[src/rtl/hdf_pkg.sv]
`default_nettype none
package hdf_pkg;

  localparam int BLOCK_SIZE_DEF = 8;
  localparam int BLOCK_MIN      = 3;
  localparam int BLOCK_MAX      = 8;

  localparam int CAND_W   = 64;
  localparam int CNT_W    = 4;   // holds a ones count up to BLOCK_MAX
  localparam int SCORE_W  = 17;  // Q.16, up to 1.0
  localparam int SUM_W    = 20;  // BLOCK_MAX scores
  localparam int WEIGHT_W = 12;  // Q4.8
  localparam int LEVEL_W  = SUM_W + WEIGHT_W;
  localparam int TOP_W    = SCORE_W + WEIGHT_W;
  localparam int ACC_W    = LEVEL_W + 1;
  localparam int FIT_W    = 24;  // Q8.16
  localparam int RND_W    = ACC_W - 8;

  localparam int DATA_W = 32;
  localparam int ADDR_W = 3;

  localparam logic REG_LEVEL = 1'b0;
  localparam logic REG_TOP   = 1'b1;

  localparam logic [WEIGHT_W-1:0] LEVEL_RST = 12'd256;
  localparam logic [WEIGHT_W-1:0] TOP_RST   = 12'd512;

  localparam logic [ACC_W-1:0] ROUND_HALF = ACC_W'(128);

  // Deceptive score per ones count, one row per block size from BLOCK_MIN
  localparam logic [SCORE_W-1:0] SCORE_TABLE [BLOCK_MAX-BLOCK_MIN+1][BLOCK_MAX+1] = '{
    '{17'd65536, 17'd0,     17'd0,     17'd65536, 17'd0,
      17'd0,     17'd0,     17'd0,     17'd0},
    '{17'd65536, 17'd0,     17'd58982, 17'd0,     17'd65536,
      17'd0,     17'd0,     17'd0,     17'd0},
    '{17'd65536, 17'd0,     17'd39322, 17'd39322, 17'd0,
      17'd65536, 17'd0,     17'd0,     17'd0},
    '{17'd65536, 17'd0,     17'd29491, 17'd58982, 17'd29491,
      17'd0,     17'd65536, 17'd0,     17'd0},
    '{17'd65536, 17'd0,     17'd23593, 17'd47186, 17'd47186,
      17'd23593, 17'd0,     17'd65536, 17'd0},
    '{17'd65536, 17'd0,     17'd19661, 17'd39322, 17'd58982,
      17'd39322, 17'd19661, 17'd0,     17'd65536}
  };

  typedef struct packed {
    logic [SCORE_W-1:0] score;
    logic               is_ones;
    logic               is_zero;
  } lane_t;

endpackage
`default_nettype wire

[src/rtl/hierarchical_deceptive_fitness_top.sv]
`default_nettype none
// Pipeline: a request accepted on candidate_ready is held in the lane register,
//   then in the merge, product and output registers.
// Throughput: one request per cycle while result_ready holds; stalls back up.
// Reset: rst is synchronous, active high; clears all stage valids and sets
//   level_weight to 1.0 and top_weight to 2.0 (Q4.8).
module hierarchical_deceptive_fitness_top #(
  parameter int BLOCK_SIZE = hdf_pkg::BLOCK_SIZE_DEF
) (
  input  wire logic                          clk,
  input  wire logic                          rst,
  // candidate channel
  input  wire logic                          candidate_valid,
  output logic                               candidate_ready,
  input  wire logic [hdf_pkg::CAND_W-1:0]    candidate_bits,
  // result channel
  output logic                               result_valid,
  input  wire logic                          result_ready,
  output logic [hdf_pkg::FIT_W-1:0]          fitness,
  output logic                               top_level_valid,
  // APB-style register port
  input  wire logic                          psel,
  input  wire logic                          penable,
  input  wire logic                          pwrite,
  input  wire logic [hdf_pkg::ADDR_W-1:0]    paddr,
  input  wire logic [hdf_pkg::DATA_W-1:0]    pwdata,
  output logic [hdf_pkg::DATA_W-1:0]         prdata,
  output logic                               pready
);

  // Registers: word 0 level_weight, word 1 top_weight; the word index is
  // paddr[2], byte offset bits are ignored.
  logic [hdf_pkg::WEIGHT_W-1:0] level_weight;
  logic [hdf_pkg::WEIGHT_W-1:0] top_weight;
  logic                         reg_sel;
  logic                         wr_en;

  assign pready  = 1'b1;
  assign reg_sel = paddr[2];
  assign wr_en   = psel && penable && pwrite;

  always_ff @(posedge clk) begin
    if (rst) begin
      level_weight <= hdf_pkg::LEVEL_RST;
      top_weight   <= hdf_pkg::TOP_RST;
    end else if (wr_en) begin
      case (reg_sel)
        hdf_pkg::REG_LEVEL: level_weight <= pwdata[hdf_pkg::WEIGHT_W-1:0];
        hdf_pkg::REG_TOP:   top_weight   <= pwdata[hdf_pkg::WEIGHT_W-1:0];
        default: ;
      endcase
    end
  end

  always_comb begin
    case (reg_sel)
      hdf_pkg::REG_LEVEL: prdata = hdf_pkg::DATA_W'(level_weight);
      hdf_pkg::REG_TOP:   prdata = hdf_pkg::DATA_W'(top_weight);
      default:            prdata = '0;
    endcase
  end

  // Lane stage: one lane per block, each counting ones and looking up its
  // deceptive score. Bits above BLOCK_SIZE*BLOCK_SIZE are never routed.
  logic           v1;
  logic           ready1;
  logic           lanes_ready;
  logic           lane_en;
  hdf_pkg::lane_t lanes [BLOCK_SIZE];

  assign ready1          = !v1 || lanes_ready;
  assign candidate_ready = ready1;
  assign lane_en         = candidate_valid && ready1;

  always_ff @(posedge clk) begin
    if (rst) begin
      v1 <= 1'b0;
    end else if (ready1) begin
      v1 <= candidate_valid;
    end
  end

  for (genvar k = 0; k < BLOCK_SIZE; k++) begin : g_lane
    hdf_lane #(
      .BLOCK_SIZE (BLOCK_SIZE)
    ) u_lane (
      .clk    (clk),
      .en     (lane_en),
      .bits   (candidate_bits[k*BLOCK_SIZE +: BLOCK_SIZE]),
      .result (lanes[k])
    );
  end

  // Merge: sums block scores, reduces blocks to the upper level, weights,
  // rounds and saturates.
  hdf_merge #(
    .BLOCK_SIZE (BLOCK_SIZE)
  ) u_merge (
    .clk             (clk),
    .rst             (rst),
    .lanes_valid     (v1),
    .lanes_ready     (lanes_ready),
    .lanes           (lanes),
    .level_weight    (level_weight),
    .top_weight      (top_weight),
    .result_valid    (result_valid),
    .result_ready    (result_ready),
    .fitness         (fitness),
    .top_level_valid (top_level_valid)
  );

endmodule
`default_nettype wire

[src/rtl/hdf_lane.sv]
`default_nettype none
module hdf_lane #(
  parameter int BLOCK_SIZE = hdf_pkg::BLOCK_SIZE_DEF
) (
  input  wire logic                  clk,
  input  wire logic                  en,
  input  wire logic [BLOCK_SIZE-1:0] bits,
  output hdf_pkg::lane_t             result
);

  localparam int ROW = BLOCK_SIZE - hdf_pkg::BLOCK_MIN;

  logic [hdf_pkg::CNT_W-1:0] cnt;

  always_comb begin
    cnt = '0;
    for (int j = 0; j < BLOCK_SIZE; j++) begin
      cnt = cnt + hdf_pkg::CNT_W'(bits[j]);
    end
  end

  always_ff @(posedge clk) begin
    if (en) begin
      result.score   <= hdf_pkg::SCORE_TABLE[ROW][cnt];
      result.is_ones <= &bits;
      result.is_zero <= ~|bits;
    end
  end

endmodule
`default_nettype wire

[src/rtl/hdf_merge.sv]
`default_nettype none
module hdf_merge #(
  parameter int BLOCK_SIZE = hdf_pkg::BLOCK_SIZE_DEF
) (
  input  wire logic                           clk,
  input  wire logic                           rst,
  input  wire logic                           lanes_valid,
  output logic                                lanes_ready,
  input  wire hdf_pkg::lane_t                 lanes [BLOCK_SIZE],
  input  wire logic [hdf_pkg::WEIGHT_W-1:0]   level_weight,
  input  wire logic [hdf_pkg::WEIGHT_W-1:0]   top_weight,
  output logic                                result_valid,
  input  wire logic                           result_ready,
  output logic [hdf_pkg::FIT_W-1:0]           fitness,
  output logic                                top_level_valid
);

  localparam int ROW = BLOCK_SIZE - hdf_pkg::BLOCK_MIN;

  // merge stage
  logic                         v2;
  logic [hdf_pkg::SUM_W-1:0]    level_sum;
  logic [hdf_pkg::SCORE_W-1:0]  top_score;
  logic                         uniform2;
  // product stage
  logic                         v3;
  logic [hdf_pkg::LEVEL_W-1:0]  prod_level;
  logic [hdf_pkg::TOP_W-1:0]    prod_top;
  logic                         uniform3;

  logic ready2, ready3, ready4;

  logic [hdf_pkg::SUM_W-1:0]   sum_next;
  logic [hdf_pkg::CNT_W-1:0]   ones_next;
  logic                        uniform_next;
  logic [hdf_pkg::ACC_W-1:0]   acc;
  logic [hdf_pkg::RND_W-1:0]   rnd;

  assign ready4      = !result_valid || result_ready;
  assign ready3      = !v3 || ready4;
  assign ready2      = !v2 || ready3;
  assign lanes_ready = ready2;

  always_comb begin
    sum_next     = '0;
    ones_next    = '0;
    uniform_next = 1'b1;
    for (int k = 0; k < BLOCK_SIZE; k++) begin
      sum_next     = sum_next + hdf_pkg::SUM_W'(lanes[k].score);
      ones_next    = ones_next + hdf_pkg::CNT_W'(lanes[k].is_ones);
      uniform_next = uniform_next & (lanes[k].is_ones | lanes[k].is_zero);
    end
  end

  always_ff @(posedge clk) begin
    if (rst) begin
      v2 <= 1'b0;
    end else if (ready2) begin
      v2 <= lanes_valid;
    end
    if (ready2 && lanes_valid) begin
      level_sum <= sum_next;
      top_score <= uniform_next ? hdf_pkg::SCORE_TABLE[ROW][ones_next] : '0;
      uniform2  <= uniform_next;
    end
  end

  always_ff @(posedge clk) begin
    if (rst) begin
      v3 <= 1'b0;
    end else if (ready3) begin
      v3 <= v2;
    end
    if (ready3 && v2) begin
      prod_level <= hdf_pkg::LEVEL_W'(level_sum) * hdf_pkg::LEVEL_W'(level_weight);
      prod_top   <= hdf_pkg::TOP_W'(top_score) * hdf_pkg::TOP_W'(top_weight);
      uniform3   <= uniform2;
    end
  end

  // Q.24 sum, round to Q.16, saturate
  assign acc = hdf_pkg::ACC_W'(prod_level) + hdf_pkg::ACC_W'(prod_top) + hdf_pkg::ROUND_HALF;
  assign rnd = acc[hdf_pkg::ACC_W-1:8];

  always_ff @(posedge clk) begin
    if (rst) begin
      result_valid <= 1'b0;
    end else if (ready4) begin
      result_valid <= v3;
    end
    if (ready4 && v3) begin
      fitness         <= (rnd[hdf_pkg::RND_W-1:hdf_pkg::FIT_W] != '0) ? '1
                         : rnd[hdf_pkg::FIT_W-1:0];
      top_level_valid <= uniform3;
    end
  end

`ifndef NO_ASSERTIONS
  a_top_gated: assert property (@(posedge clk) disable iff (rst)
    (v2 && !uniform2) |-> (top_score == '0))
    else $error("upper score present for an undecided candidate");

  a_prod_gated: assert property (@(posedge clk) disable iff (rst)
    (v3 && !uniform3) |-> (prod_top == '0))
    else $error("upper product present for an undecided candidate");

  a_sum_bound: assert property (@(posedge clk) disable iff (rst)
    v2 |-> (level_sum <= hdf_pkg::SUM_W'(BLOCK_SIZE * 65536)))
    else $error("block score sum out of range");

  a_delivery: assert property (@(posedge clk) disable iff (rst)
    (v3 && ready4) |=> result_valid)
    else $error("product stage lost a request");
`endif

endmodule
`default_nettype wire

[config.mk]
export PLATFORM = sky130hd
export DESIGN_NAME = hierarchical_deceptive_fitness_top
export DESIGN_NICKNAME = d
export VERILOG_FILES = /design/src/rtl/hdf_pkg.sv /design/src/rtl/hierarchical_deceptive_fitness_top.sv /design/src/rtl/hdf_lane.sv /design/src/rtl/hdf_merge.sv
export SDC_FILE = /design/constraint.sdc
export NUM_CORES = 1
export LEC_CHECK = 0
export BUFFER_PORTS_ARGS = -buffer_cell sky130_fd_sc_hd__buf_2
export CORE_MARGIN = 4
export CORE_UTILIZATION = 55
export CTS_CLUSTER_DIAMETER = 150
export DETAILED_ROUTE_END_ITERATION = 10
export PLACE_DENSITY = 0.76
export SYNTH_ARGS = -nofsm -noshare
export SYNTH_HDL_FRONTEND = slang
export SYNTH_SLANG_ARGS = --single-unit
[constraint.sdc]
create_clock -name clk -period 5.44 [get_ports clk]
set_clock_uncertainty 0.05 [all_clocks]
set_input_delay 0.272 -clock clk [delete_from_list [all_inputs] [get_ports clk]]
set_output_delay 0.272 -clock clk [all_outputs]
set_load 0.05 [all_outputs]
Word-level counts from Yosys, hierarchy flattened

Memories as Yosys holds them, arrays and structs flattened. A register that Yosys moved wholly into a read port is not among the register bits.
Index checks and enable logic that the tools add are counted.

Register bits after elaboration: 152
Memory bits (read-only): 2448
Input bits: 106
Output and inout bits: 60
Logic and storage cells: 179
Memories: 9

Add/sub/neg operators: 72
Multipliers: 2
Mux-type cells: 1
Bitwise operators: 25
Reductions and logical operators: 41

Memories:

| name            | depth | bits a word | read ports | clocked after memory_dff | write ports | RTL line        | source |
|---|---|---|---|---|---|---|---|
| (no name shown) | 16    | 17          | 1          | 1                        | 0           | hdf_merge.sv:63 | `top_score <= uniform_next ? hdf_pkg::SCORE_TABLE[ROW][ones_next] : '0;` |
| (no name shown) | 16    | 17          | 1          | 1                        | 0           | hdf_lane.sv:24  | `result.score <= hdf_pkg::SCORE_TABLE[ROW][cnt];` |
| (no name shown) | 16    | 17          | 1          | 1                        | 0           | hdf_lane.sv:24  |  |
| (no name shown) | 16    | 17          | 1          | 1                        | 0           | hdf_lane.sv:24  |  |
| (no name shown) | 16    | 17          | 1          | 1                        | 0           | hdf_lane.sv:24  |  |
| (no name shown) | 16    | 17          | 1          | 1                        | 0           | hdf_lane.sv:24  |  |
| 3 more memories | -     | -           | -          | -                        | -           | -               |  |

Operators by type and width:

| cell                                          | count |
|---|---|
| adder 4 x 1 -> 4 bit                          | 54 |
| adder 20 x 17 -> 20 bit                       | 6 |
| one-hot mux 32 bit (2 select lines)           | 1 |
| AND reduction 8 bit                           | 8 |
| OR reduction 8 bit                            | 8 |
| NOT 4 -> 5 bit                                | 9 |
| adder 32 x 29 -> 33 bit                       | 1 |
| adder 33 x 8 -> 33 bit, second input constant | 1 |
| multiplier 20 x 12 -> 32 bit                  | 1 |
| multiplier 17 x 12 -> 29 bit                  | 1 |
| adder 1 x 1 -> 2 bit                          | 9 |
| adder 17 x 17 -> 18 bit                       | 1 |
| logical NOT 1 bit                             | 13 |
| OR 1 bit                                      | 8 |
| AND 1 bit                                     | 7 |
| logical AND 1 bit                             | 6 |
| logical OR 1 bit                              | 4 |
| AND reduction 2 bit                           | 2 |
| NOT 1 bit                                     | 1 |

Logic depth before layout (Yosys ltp)

Gate-level depths: netlist of the first run.

Word-level depth: 9
Mapped depth: 27
Gate-level depth less buffers: 26

Cells and area by module

A second synthesis of the first run with hierarchy kept.

Cells, all modules: 2930
Area, all modules: 28623.7 um^2

By module, submodules not included:

| module                             | instances | cells an instance | area each (um^2) | seq. area each (um^2) |
|---|---|---|---|---|
| hdf_merge                          | 1         | 2195              | 21285.4          | 3513.4 |
| hdf_lane (g_lane[4].u_lane ...)    | 4         | 64                | 680.7            | 270.3 |
| hdf_lane (g_lane[0].u_lane ...)    | 3         | 92                | 854.6            | 270.3 |
| hierarchical_deceptive_fitness_top | 1         | 138               | 1375.1           | 500.5 |
| hdf_lane (g_lane[3].u_lane)        | 1         | 65                | 676.9            | 270.3 |

Worst setup path after synthesis of the first run

Ideal clock, no wire load.

Kind: flip-flop to flip-flop
Start point: register, netlist name g_lane[0].u_lane.result[16]
End point: register u_merge.level_sum[17] in the netlist's numbering, data pin
Setup time: 258 ps
Arrival time: 5570 ps
Required time: 5132 ps
Setup slack: -438 ps
Stages on the path, launching flop included: 28
Path buffers: 1
Clock period less this slack: 5878 ps
Path through: edfxtp_1 > ha_1 > clkbuf_1 > inv_1 > nor2_1 > nor2_1 > nor2b_1 > o21a_1 > o21ai_0 > nand2b_1 > a21oi_1 > xnor2_1 > fa_1 > inv_1 > fa_1 > fa_1 > fa_1 > inv_1 > ha_1 > a21o_1 > a21o_1 > a21oi_1 > nor2_1 > a221oi_1 > a211oi_1 > o21a_1 > nor2_1 > xnor2_1

Word-level cells in the longest chain between the ends: 7

RTL lines:

| item                                  | RTL line        | source |
|---|---|---|
| adder 17 x 17 -> 18 bit               | hdf_merge.sv:49 | `sum_next = sum_next + hdf_pkg::SUM_W'(lanes[k].score);` |
| adder 20 x 17 -> 20 bit (6 in series) | hdf_merge.sv:49 |  |
| via u_merge.sum_next (one bit)        | hdf_merge.sv:33 | `logic [hdf_pkg::SUM_W-1:0] sum_next;` |
| end signal: assignment                | hdf_merge.sv:62 | `level_sum <= sum_next;` |
| end: declaration                      | hdf_merge.sv:22 | `logic [hdf_pkg::SUM_W-1:0] level_sum;` |

The timed path passes the listed nets, and every way through them passes these cells.
A chain may end at the register's enable or synchronous reset.

Worst setup path after layout of the first run

Start point: register, netlist name g_lane[1].u_lane.result[3]
End point: register u_merge.level_sum[18] in the netlist's numbering, data pin

Word-level cells in the longest chain between the ends: 7

RTL lines:

| item                                  | RTL line |
|---|---|
| adder 17 x 17 -> 18 bit               | hdf_merge.sv:49 |
| adder 20 x 17 -> 20 bit (6 in series) | hdf_merge.sv:49 |
| via u_merge.sum_next (one bit)        | hdf_merge.sv:33 |

The timed path passes the listed nets, and every way through them passes these cells.

==> results.cfg, run 1 <==
[status]
run_status = finished, violations left
violations = negative setup slack

[finish]
area_growth_pct = 22.5
layout_common_cells = 546 x inv_1, 387 x fa_1, 337 x nand2_1
fin_cells = 3871
layout-drive-gt1-share_pct = 22.9
mostFrequentLayoutCell = inv_1
num-fill-cells = 3548
nNetsFinal = 3995

[route]
vias = 20300
ant_nets = 0
viasPerCell = 5.24
wl_per_cell_um = 17.7
drtPass1Iterations = 7
drc = 0
drt-total-wl_mm = 68.6
drt-initial-drc-count = 1180

[setup_path]
worstSetupStartpointType = flip-flop
end_kind = flip-flop
crit_fanout = 3
slowest_stage = fa_1
worstPathRequired_ps = 5690
path_class = reg2reg
crit_arrival_ps = 5930
cp_common_cell = fa_1
critical-path-top-delay-family = adder cells
crit_path_max_incr_delay_ps = 520
crit_buf_inv = 5

[floorplan]
core.rowCount = 81
die_h_um = 230
ios = 166
die-area_um2 = 52800
start_util_pct = 55.5
fp.dieW_um = 230
core-area_um2 = 48700

[logic_synthesis]
synth-seq-cells = 215
synth_edf_count = 187
async_reset_ff_share_pct = 0
synth-seq-area-share_pct = 22.8
netlist_area_um2 = 27100
synth_top_cell_by_area = fa_1
syn_avg_cell_area_um2 = 9.91
synth_top_cell_area_share_pct = 30.0
ys_top_cells_by_area = fa_1 30%, edfxtp_1 21%, ha_1 14%, inv_1 7.9%, nand2_1 4.9%
synth_flop_cell = edfxtp_1
yosysWarnings = 0
ys_types = 59
synth_cells = 2730

[flow_run]
maxCapViolations = 0

[placement]
dp_hpwl_mm = 55.6
gp_congestion = 0.965
numPortBuffers = 122
dpl.cell_count = 3736
place_ws_ps = -422

[timing]
worst_pin_slew_ps = 1180
period_share_pct = 105
rsz0062_at_grt = yes
drv_slew = 0
clock.fmax_mhz = 176
setup_violations = 20
slew_headroom_pct = 21.4
setup_ws_ps = -249
period_needed_ps = 5690
report.final.hold_viol_count = 0

[clock_network]
numCtsBuffers = 26
path_clk_slew_ps = 60
clock_sink_count = 215
clock_tree.buffer_depth = 3
clk_latency_ps = 560
htreeDepth = 1
root_buffer = clkbuf_16
cts_tree = yes

[global_routing]
grt_use_total_pct = 25.6
grt_max_degree = 59
grt_pass1_wl_mm = 110
grt_overflow = 0
grt_pass1_vias = 21700
antenna_found_initial = 2

[hold_path]
hp-class = in2reg
[cell families after synthesis]
group / count (synthesis) / share of synthesized area (%)
multiplexers: 13 / 0.541
adder cells (fa/ha/maj): 701 / 43.7
AND/OR/NAND/NOR: 697 / 12.1
other: 2 / 0.0278
AO/OA/AOI/OAI: 330 / 7.72
XOR/XNOR: 112 / 3.63
buffers and inverters: 660 / 9.45
flip-flops: 215 / 22.8
[final cells by class]
| class | instances | area (um^2) | share of cell area [%] |
|---|---|---|---|
| Tap cell | 664 | 831 | 2.51 |
| Timing Repair Buffer | 502 | 3700 | 11.2 |
| Antenna cell | 1 | 2.50 | 0.00755 |
| Clock inverter | 11 | 136 | 0.412 |
| Multi-Input combinational cell | 1874 | 19500 | 58.7 |
| Clock buffer | 35 | 684 | 2.07 |
| Sequential cell | 215 | 6190 | 18.7 |
| Inverter | 569 | 2140 | 6.45 |
[path summary, 6_finish.rpt]
path                                            startpoint                         end  slack [ps]  depth (start not counted)
worst min register to register            u_merge.uniform3     u_merge.top_level_valid         370                          0
worst min-delay path                    candidate_bits[39]  g_lane[4].u_lane.result[1]          40                          3
worst max-delay path            g_lane[1].u_lane.result[3]       u_merge.level_sum[18]        -250                         25
worst max register to register  g_lane[1].u_lane.result[3]       u_merge.level_sum[18]        -250                         25
[synth_stat cells (all sizes together) (2+ instances only)]
master     n
inv      569
fa       406
nand2    354
ha       295
edfxtp   187
and2     143
a21oi    139
clkbuf    70
nor2      68
xnor2     68
o21ai     47
a21o      44
xor2      44
dfxtp     28
nand4     25
nor2b     24
buf       21
o21a      21
nor4      18
and3      17
nand3     17
o21bai    16
a211oi    15
nand2b    14
mux2      13
nor3      10
o22ai      7
a31oi      6
a31o       4
o211ai     4
a211o      3
a21boi     3
a41oi      3
or3        3
a2111oi    2
a221o      2
conb       2
nand3b     2
o31a       2
o31ai      2
[metrics by stage]
step	utilization [%]	hold slack, ps	TNS (ps)	instance area (um^2)
5_1_grt	68.0	43.2	-7550	33100
3_5_place_dp	62.6	356	-4880	30500
2_1_floorplan	-	343	-293	27300
6_report	68.0	40.7	-2450	33100
4_1_cts	66.5	11.2	-1420	32400
3_3_place_gp	62.6	358	-3570	30500
[registers in the layout, indices dropped and copies added (netlist names)]
register                 cells
g_lane.u_lane.result        72
level_weight                12
top_weight                  12
u_merge.fitness             24
u_merge.level_sum           20
u_merge.prod_level          32
u_merge.prod_top            29
u_merge.result_valid         1
u_merge.top_level_valid      1
u_merge.top_score            7
u_merge.uniform2             1
u_merge.uniform3             1
u_merge.v2                   1
u_merge.v3                   1
v1                           1
[worst reg2reg max path: cells and delay by family, from the launching register on]
kind	cells	cell delay (ps)
buffers and inverters	5	470
adders and majority gates	6	2490
xor gates and xnor gates	2	270
DFF	1	450
AOI/OAI and AO/OA	9	1410
and+or+nand+nor	3	270
[what timing repair did]
item                                   4_1_cts  5_1_grt
endpoints found under the hold margin       33        0
pin swaps                                  123      101
buffers inserted                            36       29
setup endpoints to repair                   28       34
hold buffers                                29        0
gates resized for setup                    126      119
[layer usage]
metal / up-vias / routed length, um / share of wire [%] / global-route usage [%]
li1: 9522 / - / - / -
met1: 10000 / 27500 / 40 / 32.2
met2: 612 / 34700 / 51 / 46.1
met3: 160 / 3340 / 4.9 / 3.01
met4: 2 / 3070 / 4.5 / 9.13
met5: - / 7 / 0.010 / 0
Power of run 1 is left out: the tool's default activity adds up to more than one toggle a clock period on the data nets, which glitch-free logic cannot reach.
==> run 2: changes to the inputs <==
--- a/config.mk
+++ b/config.mk
@@ -5,7 +5,7 @@
 export SDC_FILE = /design/constraint.sdc
 export NUM_CORES = 1
 export LEC_CHECK = 0
-export BUFFER_PORTS_ARGS = -buffer_cell sky130_fd_sc_hd__buf_2
+export BUFFER_PORTS_ARGS = -buffer_cell sky130_fd_sc_hd__buf_4
 export CORE_MARGIN = 4
 export CORE_UTILIZATION = 55
 export CTS_CLUSTER_DIAMETER = 150
==> results.cfg, run 2 (synthesized netlist as in run 1, its figures left out) <==
[floorplan]
start_util_pct = 55.5
die-area_um2 = 52800
ios = 166
fp.dieW_um = 230
die_h_um = 230
core.rowCount = 81
core-area_um2 = 48700

[setup_path]
end_kind = flip-flop
slowest_stage = fa_1
worstPathRequired_ps = 5700
path_class = reg2reg
rr_startpoint = g_lane[1].u_lane.result[2]
r2r.worst_path.cells = 28
reg2reg_to = u_merge.level_sum[19]
worstSetupStartpointType = flip-flop
r2r_slack_ps = -320
critical-path-top-delay-family = adder cells
cp_common_cell = a21oi_2
crit_arrival_ps = 6020
crit_path_max_incr_delay_ps = 540
crit_buf_inv = 5
crit_fanout = 2

[placement]
place_ws_ps = -368
placed_area_um2 = 30700
dpl.cell_count = 3723
numPortBuffers = 122
dp_hpwl_mm = 55.5
gp_congestion = 0.960

[finish]
reg_top3 = g_lane.u_lane.result x72, u_merge.prod_level x32, u_merge.prod_top x29
num-fill-cells = 3481
top_register = g_lane.u_lane.result
multi_input_area_um2 = 19500
final_area_um2 = 33300
area_growth_pct = 23.1
mostFrequentLayoutCell = inv_1
nNetsFinal = 3975
fin_cells = 3852
layout-drive-gt1-share_pct = 22.3
layout_common_cells = 547 x inv_1, 421 x buf_4, 386 x fa_1
regArea_um2 = 6190
largest_register_ffs = 72

[timing]
slew_headroom_pct = 22.6
rsz0062_at_grt = yes
fin_tns_setup_ps = -2650
setup_violations = 20
report.final.hold_viol_count = 0
period_needed_ps = 5760
worst_pin_slew_ps = 1160
setup_ws_ps = -321
drv_slew = 0
clock.fmax_mhz = 174
period_share_pct = 106

[route]
drc = 0
ant_nets = 0
vias = 20500
drt-total-wl_mm = 69.3
drt-initial-drc-count = 1284
drtPass1Iterations = 5
viasPerCell = 5.31
wl_per_cell_um = 18.0

[global_routing]
grt_pass1_vias = 22200
grt_pass1_wl_mm = 110
antenna_found_initial = 1
grt_max_degree = 38
grt_use_total_pct = 25.6
grt_overflow = 0

[clock_network]
root_buffer = clkbuf_16
clock_tree.buffer_depth = 3
path_clk_slew_ps = 60
clock_sink_count = 215
cts_tree = yes
numCtsBuffers = 27
htreeDepth = 1
clk_latency_ps = 570

[hold_path]
hold_path_depth = 3
min_to = g_lane[3].u_lane.result[1]
holdCritStartpoint = candidate_bits[31]
hp-class = in2reg

[status]
run_status = finished, violations left
violations = negative setup slack

[flow_run]
maxCapViolations = 0
run 2: area by class of cell:
type / count / share of cell area (%)
flip-flops and latches: 215 / 18.6
clock inverters: 16 / 0.323
multi-input cells: 1874 / 58.6
well taps: 664 / 2.49
inverters: 569 / 6.41
clock buffers: 32 / 2.08
diodes: 1 / 0.00751
repair buffers: 481 / 11.5
run 2: stage by stage:
step	util (%)	hold WS (ps)
finish	68.3	31.8
global placement	63.0	355
floorplan	-	343
global route	68.3	32.7
CTS	66.6	8.48
detailed placement	63.0	356
run 2: timing repair:
item                                    4_1_cts  5_1_grt
endpoints found under the hold margin        33        0
hold buffers                                 29        0
resized for setup                            92      155
pin swaps                                   102      117
endpoints found under the setup margin       26       35
setup buffers                                37       29
run 2: metal layers:
| layer | vias to the layer above | GRT usage (%) | share of wire, % |
|---|---|---|---|
| li1 | 9473 | - | - |
| met1 | 10200 | 31.3 | 38 |
| met2 | 666 | 47.0 | 52 |
| met3 | 153 | 3.63 | 5.5 |
| met4 | 0 | 8.11 | 4.0 |
| met5 | - | 0 | 0 |
run 2: tightest hold or removal path, stage by stage:
cell and delay (ps):
buf_4 110, nand4_1 60, nor4_1 40
run 2: worst max path at each step:
stage | from | endpoint | cells after the start
2_1_floorplan | u_merge.level_sum[6] | u_merge.prod_level[31] | 21
3_3_place_gp | u_merge.level_sum[8] | u_merge.prod_level[30] | 17
3_5_place_dp | u_merge.top_score[13] | u_merge.prod_top[27] | 17
4_1_cts | u_merge.top_score[11] | u_merge.prod_top[27] | 20
5_1_grt | g_lane[1].u_lane.result[3] | u_merge.level_sum[17] | 27
6_report | g_lane[1].u_lane.result[2] | u_merge.level_sum[19] | 28
Power of run 2 is left out for the same reason.
==> run 3: changes to the inputs <==
--- a/config.mk
+++ b/config.mk
@@ -10,7 +10,7 @@
 export CORE_UTILIZATION = 55
 export CTS_CLUSTER_DIAMETER = 150
 export DETAILED_ROUTE_END_ITERATION = 10
-export PLACE_DENSITY = 0.76
+export PLACE_DENSITY = 0.73
 export SYNTH_ARGS = -nofsm -noshare
 export SYNTH_HDL_FRONTEND = slang
 export SYNTH_SLANG_ARGS = --single-unit
==> constraint.sdc (replaced) <==
create_clock -name clk -period 7.1 [get_ports clk]
set_clock_uncertainty 0.05 [all_clocks]
set_input_delay 0.355 -clock clk [delete_from_list [all_inputs] [get_ports clk]]
set_output_delay 0.355 -clock clk [all_outputs]
set_load 0.05 [all_outputs]
==> results.cfg, run 3 (synthesized netlist as in run 1, its figures left out) <==
[finish]
layout-drive-gt1-share_pct = 7.07
final_area_um2 = 29400
antenna-diode-count = 0
nNetsFinal = 3632
largest_register_ffs = 72
top_register = g_lane.u_lane.result
area_growth_pct = 8.81
multi_input_area_um2 = 18400
regArea_um2 = 6180
num-fill-cells = 4056
reg_top3 = g_lane.u_lane.result x72, u_merge.prod_level x32, u_merge.prod_top x29
fin_cells = 3507
mostFrequentLayoutCell = inv_1
layout_common_cells = 569 x inv_1, 406 x fa_1, 354 x nand2_1

[setup_path]
worstSetupStartpointType = flip-flop
end_kind = flip-flop
crit_fanout = 22
path_class = reg2reg
cp_common_cell = fa_1
r2r.worst_path.cells = 19
crit_start = level_weight[9]
rr_startpoint = level_weight[9]
crit_arrival_ps = 6760
r2r_slack_ps = 560
crit_chain = nand2_1 -> fa_1 -> fa_1 -> inv_1 -> fa_1 -> inv_1 -> fa_1 -> inv_1 -> fa_1 -> ha_1 -> a21oi_1 -> nand2_1 -> o31ai_2 -> o211ai_1 -> a41o_1 -> or4_1 -> a31o_2 -> a21oi_1 -> xnor2_1
crit_path_max_incr_delay_ps = 980
slowest_stage = dfxtp_1
worstPathRequired_ps = 7320
reg2reg_to = u_merge.prod_level[31]

[hold_path]
holdCritStartpoint = pwdata[10]
min_to = top_weight[10]
hold_path_depth = 3
hp-class = in2reg

[global_routing]
antenna_found_initial = 1
met1_usage_pct = 28.6
grt_max_degree = 73
grt_pass1_wl_mm = 99.5
grtUsageMet3_pct = 4.04
top_usage_layer = met2
grt_pass1_vias = 20000
use_met2_pct = 42.2
grt_overflow = 0
grt_use_total_pct = 23.3

[floorplan]
die_h_um = 230
core-area_um2 = 48700
ios = 166
start_util_pct = 55.5
fp.dieW_um = 230
core.rowCount = 81
die-area_um2 = 52800

[clock_network]
cts_setup_buffers = 0
path_clk_slew_ps = 60
numCtsBuffers = 26
clock_sink_count = 215
cts_tree = yes
root_buffer = clkbuf_16
clk_latency_ps = 560
htreeDepth = 1
clock_tree.buffer_depth = 3

[route]
drc = 0
drt-total-wl_mm = 60.3
vias = 18500
viasPerCell = 5.26
wl_per_cell_um = 17.2
drt-initial-drc-count = 862
drtPass1Iterations = 5
ant_nets = 0

[status]
run_status = finished, final reports clean

[placement]
dp_hpwl_mm = 51.1
placed_area_um2 = 28600
gp_congestion = 0.950
dpl.cell_count = 3459
numPortBuffers = 122

[timing]
clock.fmax_mhz = 153
rsz0062_at_grt = no
slew_headroom_pct = 32.9
fin_tns_setup_ps = 0
holdWs_ps = 30.8
drv_slew = 0
setup_violations = 0
worst_pin_slew_ps = 1010
period_share_pct = 92.1
period_needed_ps = 6540
report.final.hold_viol_count = 0

[flow_run]
maxCapViolations = 0
-- run 3: through the flow --
step | worst slack, ps | util (%)
2_1_floorplan | 1220 | -
3_3_place_gp | 748 | 58.7
3_5_place_dp | 652 | 58.7
4_1_cts | 610 | 60.4
5_1_grt | 165 | 60.4
6_report | 561 | 60.4
-- run 3: worst max path at each step --
stage / end / slack (ps) / cells after the start
finish: u_merge.prod_level[31] / 560 / 19
global route: u_merge.level_sum[17] / 170 / 26
CTS: u_merge.prod_level[31] / 610 / 19
detailed placement: u_merge.prod_level[31] / 650 / 19
global placement: u_merge.level_sum[17] / 750 / 26
floorplan: u_merge.level_sum[17] / 1220 / 27
-- run 3: layer usage --
layer	vias up	share of wire, %
li1	8781	-
met1	9050	40
met2	512	51
met3	115	5.9
met4	2	3.4
met5	-	0.022
-- run 3: area by class of cell --
cell class,instances,area share (%)
Inverter,569,7.26
Timing Repair Buffer,139,3.56
Multi-Input combinational cell,1874,62.6
Clock inverter,9,0.404
Sequential cell,215,21.0
Tap cell,664,2.82
Clock buffer,37,2.38
-- run 3: what timing repair did --
| action | in CTS | in global routing |
|---|---|---|
| gates resized for setup | 0 | 0 |
| hold endpoints to repair | 2 | 0 |
| hold buffers | 2 | 0 |
-- run 3: worst max-delay path: cells and delay by family (launching register included) --
kind	cells	cell delay, ps
simple gates	3	710
buf+inv	3	170
compound gates	6	1500
xor+xnor	1	80
fa+ha+maj	6	2780
flops	1	980
Power of run 3 is left out for the same reason.
